File: src/rtl/core/alc_pkg.sv
// ----------------------------------------------------------------------------
// alc_pkg
// Shared types and constants for the ambient light level classifier.
// ----------------------------------------------------------------------------
package alc_pkg;

	localparam int MV_W  = 12;
	localparam int SUM_W = 16;
	localparam int CNT_W = 4;
	localparam int IDX_W = 2;

	// Reading kinds
	localparam logic KIND_SAMPLE = 1'b0;
	localparam logic KIND_FORCE  = 1'b1;

	// Register indexes
	localparam logic [IDX_W-1:0] REG_HIGH_THR   = 2'd0;
	localparam logic [IDX_W-1:0] REG_LOW_THR    = 2'd1;
	localparam logic [IDX_W-1:0] REG_CHANGE_TOL = 2'd2;

	// Register reset values
	localparam logic [MV_W-1:0] HIGH_THR_RST   = 12'h1F4;
	localparam logic [MV_W-1:0] LOW_THR_RST    = 12'h03C;
	localparam logic [MV_W-1:0] CHANGE_TOL_RST = 12'd10;

	typedef enum logic [1:0] {
		LVL_LOW    = 2'd0,
		LVL_NORMAL = 2'd1,
		LVL_HIGH   = 2'd2,
		LVL_NONE   = 2'd3   // nothing reported since reset
	} level_t;

	typedef struct packed {
		logic [MV_W-1:0] high_thr;
		logic [MV_W-1:0] low_thr;
		logic [MV_W-1:0] change_tol;
	} cfg_t;

	typedef struct packed {
		logic            emit;
		level_t          level;
		logic [MV_W-1:0] avg;
	} result_t;

endpackage

File: src/rtl/core/ambient_light_level_classifier_top.sv
// ----------------------------------------------------------------------------
// ambient_light_level_classifier_top
// Averages light-sensor readings and reports ambient light class changes.
// ----------------------------------------------------------------------------
// One beat in per clock while in_stall is low: a reading or force event is
// captured in an input register and fully evaluated from there (sum, divide
// by the sample count through a constant reciprocal multiply, tolerance
// check, classification). The single multiply feeding the compares is the
// critical path. Each input beat yields zero or one result beat; a result
// sits in an output register while the input side keeps flowing, and the input
// stalls only when both the input register and a stalled output register are
// full. Thresholds and tolerance are written through cfg_we/cfg_index/cfg_data;
// the user must write them only while the block is idle, which the block
// itself does not enforce. Writes to index three are dropped.
// ----------------------------------------------------------------------------
module ambient_light_level_classifier_top #(
	parameter int SAMPLES_PER_AVERAGE = 4
) (
	input  logic                        clk,
	input  logic                        arst_n,
	// input beats
	input  logic                        in_valid,
	output logic                        in_stall,
	input  logic                        kind,
	input  logic [alc_pkg::MV_W-1:0]    sample_mv,
	// result beats
	output logic                        out_valid,
	input  logic                        out_stall,
	output logic [1:0]                  light_level,
	output logic [alc_pkg::MV_W-1:0]    average_mv,
	// configuration writes
	input  logic                        cfg_we,
	input  logic [alc_pkg::IDX_W-1:0]   cfg_index,
	input  logic [alc_pkg::MV_W-1:0]    cfg_data
);

	alc_pkg::cfg_t    cfg;
	alc_pkg::result_t res;

	logic                     valid_s1;
	logic                     kind_s1;
	logic [alc_pkg::MV_W-1:0] sample_s1;
	logic                     advance;
	logic                     step;
	logic                     out_valid_q;
	alc_pkg::level_t          level_q;
	logic [alc_pkg::MV_W-1:0] avg_q;

	// Register stage: the output register has room, or will have it this cycle
	assign advance  = !out_valid_q || !out_stall;
	assign step     = valid_s1 && advance;
	// Hold the input while the captured beat cannot move on
	assign in_stall = valid_s1 && !advance;

	always_ff @(posedge clk or negedge arst_n) begin
		if (!arst_n) begin
			valid_s1 <= 1'b0;
		end else if (!in_stall) begin
			valid_s1 <= in_valid;
		end
	end

	always_ff @(posedge clk) begin
		if (in_valid && !in_stall) begin
			kind_s1   <= kind;
			sample_s1 <= sample_mv;
		end
	end

	alc_cfg_regs u_cfg (
		.clk       (clk),
		.arst_n    (arst_n),
		.cfg_we    (cfg_we),
		.cfg_index (cfg_index),
		.cfg_data  (cfg_data),
		.cfg       (cfg)
	);

	alc_engine #(
		.SAMPLES_PER_AVERAGE (SAMPLES_PER_AVERAGE)
	) u_engine (
		.clk       (clk),
		.arst_n    (arst_n),
		.step      (step),
		.kind      (kind_s1),
		.sample_mv (sample_s1),
		.cfg       (cfg),
		.res       (res)
	);

	// Result register: load on a new result, drop once taken
	always_ff @(posedge clk or negedge arst_n) begin
		if (!arst_n) begin
			out_valid_q <= 1'b0;
		end else if (res.emit) begin
			out_valid_q <= 1'b1;
		end else if (!out_stall) begin
			out_valid_q <= 1'b0;
		end
	end

	always_ff @(posedge clk) begin
		if (res.emit) begin
			level_q <= res.level;
			avg_q   <= res.avg;
		end
	end

	assign out_valid   = out_valid_q;
	assign light_level = level_q;
	assign average_mv  = avg_q;

endmodule

File: src/rtl/core/alc_cfg_regs.sv
// ----------------------------------------------------------------------------
// alc_cfg_regs
// Threshold and tolerance registers behind the plain write port.
// ----------------------------------------------------------------------------
module alc_cfg_regs (
	input  logic                        clk,
	input  logic                        arst_n,
	input  logic                        cfg_we,
	input  logic [alc_pkg::IDX_W-1:0]   cfg_index,
	input  logic [alc_pkg::MV_W-1:0]    cfg_data,
	output alc_pkg::cfg_t               cfg
);

	alc_pkg::cfg_t cfg_q;

	always_ff @(posedge clk or negedge arst_n) begin
		if (!arst_n) begin
			cfg_q.high_thr   <= alc_pkg::HIGH_THR_RST;
			cfg_q.low_thr    <= alc_pkg::LOW_THR_RST;
			cfg_q.change_tol <= alc_pkg::CHANGE_TOL_RST;
		end else if (cfg_we) begin
			case (cfg_index)
				alc_pkg::REG_HIGH_THR:   cfg_q.high_thr   <= cfg_data;
				alc_pkg::REG_LOW_THR:    cfg_q.low_thr    <= cfg_data;
				alc_pkg::REG_CHANGE_TOL: cfg_q.change_tol <= cfg_data;
				default: ;  // drop writes to unused indexes
			endcase
		end
	end

	assign cfg = cfg_q;

endmodule

File: src/rtl/core/alc_engine.sv
// ----------------------------------------------------------------------------
// alc_engine
// Averaging state and combinational decision: run start, sum, divide,
// re-evaluate, classify and report.
// ----------------------------------------------------------------------------
module alc_engine #(
	parameter int SAMPLES_PER_AVERAGE = 4
) (
	input  logic                        clk,
	input  logic                        arst_n,
	input  logic                        step,
	input  logic                        kind,
	input  logic [alc_pkg::MV_W-1:0]    sample_mv,
	input  alc_pkg::cfg_t               cfg,
	output alc_pkg::result_t            res
);

	localparam int SPA_EFF = (SAMPLES_PER_AVERAGE < 1) ? 1 :
		((SAMPLES_PER_AVERAGE > 16) ? 16 : SAMPLES_PER_AVERAGE);
	// Reciprocal is exact for every 16-bit sum and divisor up to 16.
	localparam int RECIP_SHIFT = 24;
	localparam int RECIP_W     = RECIP_SHIFT + 1;
	localparam int PROD_W      = alc_pkg::SUM_W + RECIP_W;
	localparam logic [RECIP_W-1:0] RECIP =
		RECIP_W'(((64'd1 << RECIP_SHIFT) + SPA_EFF - 1) / SPA_EFF);
	localparam logic [alc_pkg::CNT_W:0] SPA_CNT = (alc_pkg::CNT_W+1)'(SPA_EFF);

	logic [alc_pkg::MV_W-1:0]  acc_avg_q;
	alc_pkg::level_t           reported_q;
	logic                      force_q;
	logic                      active_q;
	logic [alc_pkg::SUM_W-1:0] sum_q;
	logic [alc_pkg::CNT_W-1:0] cnt_q;

	logic [alc_pkg::MV_W-1:0]  diff_in;
	logic [alc_pkg::MV_W-1:0]  diff_avg;
	logic                      is_sample;
	logic                      start;
	logic                      proceed;
	logic [alc_pkg::SUM_W-1:0] sum_base;
	logic [alc_pkg::SUM_W-1:0] sum_new;
	logic [alc_pkg::CNT_W-1:0] cnt_base;
	logic [alc_pkg::CNT_W:0]   cnt_next;
	logic                      finish;
	logic [PROD_W-1:0]         prod;
	logic [alc_pkg::MV_W-1:0]  avg;
	logic                      take_avg;
	alc_pkg::level_t           level;
	logic                      emit;

	always_comb begin
		diff_in  = (sample_mv > acc_avg_q) ? sample_mv - acc_avg_q : acc_avg_q - sample_mv;
		is_sample = (kind == alc_pkg::KIND_SAMPLE);
		start    = !active_q && (force_q || (diff_in > cfg.change_tol));
		proceed  = is_sample && (active_q || start);
		sum_base = active_q ? sum_q : '0;
		cnt_base = active_q ? cnt_q : '0;
		sum_new  = sum_base + alc_pkg::SUM_W'(sample_mv);
		cnt_next = {1'b0, cnt_base} + 1'b1;
		finish   = proceed && (cnt_next >= SPA_CNT);

		prod = {{RECIP_W{1'b0}}, sum_new} * {{alc_pkg::SUM_W{1'b0}}, RECIP};
		avg  = prod[RECIP_SHIFT +: alc_pkg::MV_W];

		diff_avg = (avg > acc_avg_q) ? avg - acc_avg_q : acc_avg_q - avg;
		take_avg = force_q || (diff_avg > cfg.change_tol);

		// High test first: crossed thresholds classify as high
		if (avg >= cfg.high_thr) begin
			level = alc_pkg::LVL_HIGH;
		end else if (avg < cfg.low_thr) begin
			level = alc_pkg::LVL_LOW;
		end else begin
			level = alc_pkg::LVL_NORMAL;
		end

		emit = finish && take_avg && (force_q || (level != reported_q));
	end

	always_ff @(posedge clk or negedge arst_n) begin
		if (!arst_n) begin
			acc_avg_q  <= '0;
			reported_q <= alc_pkg::LVL_NONE;
			force_q    <= 1'b0;
			active_q   <= 1'b0;
			sum_q      <= '0;
			cnt_q      <= '0;
		end else if (step) begin
			if (!is_sample) begin
				force_q <= 1'b1;
			end else if (finish) begin
				active_q <= 1'b0;
				sum_q    <= '0;
				cnt_q    <= '0;
				if (take_avg) begin
					acc_avg_q <= avg;
				end
				if (emit) begin
					force_q    <= 1'b0;
					reported_q <= level;
				end
			end else if (proceed) begin
				active_q <= 1'b1;
				sum_q    <= sum_new;
				cnt_q    <= cnt_next[alc_pkg::CNT_W-1:0];
			end
		end
	end

	assign res.emit  = step && emit;
	assign res.level = level;
	assign res.avg   = avg;

endmodule

File: config.mk
export PLATFORM = sky130hd
export DESIGN_NAME = ambient_light_level_classifier_top
export DESIGN_NICKNAME = d
export VERILOG_FILES = /design/src/rtl/core/alc_pkg.sv /design/src/rtl/core/ambient_light_level_classifier_top.sv /design/src/rtl/core/alc_cfg_regs.sv /design/src/rtl/core/alc_engine.sv
export SDC_FILE = /design/constraint.sdc
export NUM_CORES = 1
export LEC_CHECK = 0
export BUFFER_PORTS_ARGS = -buffer_cell sky130_fd_sc_hd__buf_2
export CAP_MARGIN = 10
export CORE_AREA = 2 2 151 153
export DETAILED_ROUTE_END_ITERATION = 16
export DIE_AREA = 0 0 153 155
export PLACE_DENSITY = 0.51
export REMOVE_ABC_BUFFERS = 1
export SYNTH_ARGS = -nofsm -noshare
export SYNTH_HDL_FRONTEND = slang
export SYNTH_HIERARCHICAL = 1
export SYNTH_SLANG_ARGS = --single-unit
File: constraint.sdc
create_clock -name clk -period 6.8 [get_ports clk]
set_clock_uncertainty 0.2 [all_clocks]
set_input_delay 0.34 -clock clk [delete_from_list [all_inputs] [get_ports clk]]
set_output_delay 0.34 -clock clk [all_outputs]
set_load 0.01 [all_outputs]
; Word-level counts from Yosys, hierarchy flattened
; Index checks and enable logic that the tools add are counted.
[op_classes]
add_sub_neg = 6
order_cmp = 7
n_eq_ne = 4
n_mux = 17
n_bitwise = 1
reduce_logical = 30
[op_table]
columns = cell, n
row1 = $gt A12 B12 Y1, 4
row2 = $mux W16, 3
row3 = $sub A12 B12 Y12, 4
row4 = $mux W12, 2
row5 = $add A16 B12 Y16, 1
row6 = $ge A12 B12 Y1, 1
row7 = $lt A12 B12 Y1, 1
row8 = $mux W4, 3
row9 = $logic_and A1 B1 Y1, 9
row10 = $mux W1, 8
row11 = $reduce_and A4 Y1, 2
row12 = $reduce_and A2 Y1, 3
row13 = $reduce_and A3 Y1, 2
row14 = $reduce_bool A2 Y1, 3
row15 = $add A4 B1 Y5 const B, 1
row16 = $ge A5 B3 Y1 const B, 1
row17 = $logic_not A1 Y1, 5
row18 = $logic_or A1 B1 Y1, 5
row19 = $eq A2 B1 Y1 const B, 1
row20 = $eq A2 B2 Y1 const B, 1
row21 = $logic_not A2 Y1, 1
row22 = $mux W2, 1
row23 = $ne A2 B1 Y1 const B, 1
row24 = $ne A2 B2 Y1, 1
row25 = $not A1 Y1, 1
[totals]
regBits = 101
word_cells = 80

; Longest topological paths before layout
[depth]
ltp_word = 13
mapped_depth = 32
ltp_nobuf = 29

; Modules after synthesis
; Netlist, hierarchy kept.
[by_module_without_submodules]
columns = mod, instances, cells_each, area_per_inst_um2, seq_area_each_um2
row1 = alc_engine, 1, 668, 5377.7, 853.3
row2 = alc_cfg_regs, 1, 78, 1371.3, 915.9
row3 = ambient_light_level_classifier_top, 1, 35, 903.4, 860.8

; Least setup slack after synthesis
; OpenSTA, ideal clock, no wires.
[synth_path]
kind = reg-to-reg
from = register u_engine.active_q
to = register avg_q (netlist bit average_mv[0]) (enable)
setup_time_ns = 0.372
t_arrival_ns = 6.400
required_time_ns = 6.228
slack_ns = -0.172
stages_incl_launch_ff = 28
synth_period_minus_slack_ns = 6.972
cell_sequence = dfrtp_1 > clkbuf_1 > clkbuf_1 > nand2_1 > inv_1 > ha_1 > a21o_1 > a21oi_1 > o21ai_0 > a41oi_1 > xnor2_1 > ha_1 > buf_6 > a21o_1 > or3_1 > o211a_4 > o22ai_4 > mux2_4 > a221o_2 > a31oi_1 > xnor2_1 > ha_1 > nand4_1 > or2_2 > a21oi_1 > o21ai_0 > nor2_1 > and4b_1
[synth_lines]
columns = element, line_no
row1 = "start, declared", alc_engine.sv:31  ; logic active_q;
row2 = "start signal, assigned", alc_engine.sv:85  ; active_q <= 1'b0;
row3 = "start signal, assigned", alc_engine.sv:92  ; active_q <= 1'b0;
row4 = "start signal, assigned", alc_engine.sv:103  ; active_q <= 1'b1;
row5 = "end signal, assigned", ambient_light_level_classifier_top.sv:105  ; avg_q <= res.avg;
row6 = "end, declared", ambient_light_level_classifier_top.sv:47  ; logic [alc_pkg::MV_W-1:0] avg_q;

==> results.toml <==
[cts]
cts_tree = "built"
htree_levels = 3
cts_buffers = 9
root_buffer = "clkbuf_16"
clock-sinks = 99
clock_latency_ps = 350
clkTransAtPathRegs_ps = 70
cts_max_path_buffers = 2

[worst_hold_path]
hp-start = "out_stall"
holdPathEnd = "out_valid$_DFFE_PN0P_"
hp-class = "in -> reg"
hold_depth = 2

[floorplan]
core_area_um2 = 22200
die_h_um = 155
start_util_pct = 34.4
rows = 55
ios = 48
fp.dieArea_um2 = 23700
die_x_um = 153

[route]
met3_wirelength_um = 674
wl_met2_mm = 9.43
wire_per_inst_um = 18.0
vias = 5917
drcViolationCount = 0
vias_per_cell = 5.14
wl_met1_mm = 10.2
drt_iter0_markers = 347
postRouteAntennaNets = 0
highest-signal-layer = "met4"
routed_wl_mm = 20.7
first_pass_iters = 7

[synthesis]
post-synth-top-area-cell = "dfrtp_1"
syn_area_um2 = 7650
yosysMostFrequentCell = "ha_1"
yosys_warnings = 6
synth_ff_type = "dfrtp_1"
synthArstFlopShare_pct = 72.7
avgSynthCellArea_um2 = 9.80
synth_area_leaders = "dfrtp_1 19%, ha_1 17%, edfxtp_1 11%"
synth_commonest_cells = "107 x ha_1, 94 x inv_1, 58 x dfrtp_1"
synth-seq-area-share_pct = 34.4
ys_ff_latch = 99
synth_edf_count = 27
yosysUniqueCellTypes = 75
synthCells = 781
synth_top_area_share_pct = 19.0

[global_route]
grt_max_degree = 73
grtUsageTotal_pct = 17.7
grt_pass1_wl_mm = 32.6
antenna_found_initial = 0
grt-ovfl-total = 0
grt_pass1_vias = 5993

[placement]
port-buffer-count = 47
gp_congestion = 0.925
place_ws_ps = -81.6
hpwl_mm = 16.3
place_area_um2 = 8300
placed_cells = 1114

[critical_path]
required_ps = 6660
crit_slowest_cell = "dfrtp_2"
start_kind = "flop"
max_stage_delay_ps = 440
ff2ff_path_depth = 28
path_max_fanout = 9
arrival_ps = 6350
r2r_end = "average_mv[6]$_DFFE_PP_"
critPathKind = "reg -> reg"
r2r_setup_slack_ps = 300
r2r_start = "u_engine/active_q$_DFFE_PN0P_"
endpoint_kind = "flop"

[timing]
worst_pin_slew_ps = 1150
finalHoldViolCount = 0
maxSlewViolCount = 0
final.setup.tns_ps = 0
slew_headroom_pct = 22.7
timing.hold.ws_ps = 40.8
fin_crit_sh_pct = 95.5
setup_violations = 0
fin_ws_ps = 304
rsz0062_at_grt = "no"
min_period_ps = 6500
fmax_mhz = 154

[run_status]
status = "complete, no violations"

[final_layout]
drive_above_1_share_pct = 20.5
fin_nets = 1006
final_cell_count_no_fill = 1152
areaGrowthSynthToFinish_pct = 16.1
antenna_cells = 0
final_util_pct = 40.0
final_area_um2 = 8880

[power_and_ir_drop]
power_mw = 4.52
p_per_area_nw_per_um2 = 508
vdd_drop_max_v = 0.000160
power.leakage_nw = 4.21

[job]
drv_cap = 0
## worst max-delay path: cells and delay by family, from the launching register on
kind / cells / cell delay [ps]
AOI/OAI and AO/OA: 11 / 2000
and+or+nand+nor: 7 / 1520
adders and majority gates: 4 / 1090
DFF: 1 / 440
buffers and inverters: 3 / 370
muxes: 1 / 330
xor gates and xnor gates: 2 / 240
## area by class of cell
type,instances,area (um^2)
flip-flops and latches,99,2630
repair buffers,93,624
clock buffers,12,268
well taps,285,357
inverters,94,353
fillers,2197,13300
multi-input cells,565,4620
clock inverters,4,30.0
## registers in the layout, summed over array words and instances (netlist names)
signal and count:
average_mv 12, kind_s1 1, light_level 2, out_valid 1, sample_s1 12, u_cfg/cfg 36, u_engine/acc_avg_q 12, u_engine/active_q 1
u_engine/cnt_q 4, u_engine/force_q 1, u_engine/reported_q 2, u_engine/sum_q 14, valid_s1 1
## routing by layer
metal  track usage [%]  up-vias
met4              5.86        0
li1                  -     2947
met3              1.92       22
met1              25.0     2827
met5                 0        -
met2              28.4      121
## how the worst max path moves through the flow
stage | from | slack [ps] | end | cells past startpoint
global route | u_engine/active_q$_DFFE_PN0P_ | 6 | average_mv[10]$_DFFE_PP_ | 26
CTS | u_engine/active_q$_DFFE_PN0P_ | 30 | average_mv[6]$_DFFE_PP_ | 27
floorplan | u_engine/active_q$_DFFE_PN0P_ | -740 | average_mv[0]$_DFFE_PP_ | 25
global placement | u_engine/active_q$_DFFE_PN0P_ | 50 | average_mv[1]$_DFFE_PP_ | 27
detailed placement | u_engine/active_q$_DFFE_PN0P_ | -80 | average_mv[0]$_DFFE_PP_ | 27
finish | u_engine/active_q$_DFFE_PN0P_ | 300 | average_mv[6]$_DFFE_PP_ | 28
## placed cells by master (no fill, tap or decap), types with 29 or more instances in the layout
cell	n
a21o_1	29
a21oi_1	45
buf_2	46
buf_4	31
dfrtp_1	57
ha_1	103
inv_1	94
mux2_2	40
nand2_1	49
o21ai_0	39
## cell families after synthesis
logic type / share of synthesized area, %
flip-flops: 34.4
AND/OR/NAND/NOR: 11.0
adder cells (fa/ha/maj): 18.8
AO/OA/AOI/OAI: 18.3
buffers and inverters: 6.26
multiplexers: 7.85
XOR/XNOR: 3.43
## power breakdown
part	internal (mW)	leakage (nW)	switching, mW
Clock	0.283	0.145	0.233
Sequential	0.771	1.08	0.0953
Combinational	1.34	2.99	1.79
Total	2.40	4.21	2.12
## repair_timing
action | CTS | global route
endpoints found under the setup margin | 17 | 30
hold endpoints to repair | 57 | 0
hold buffers | 15 | 0
buffers inserted | 0 | 7
pin swaps | 0 | 9
resized for setup | 2 | 14
(Power assumes the default switching activity.)
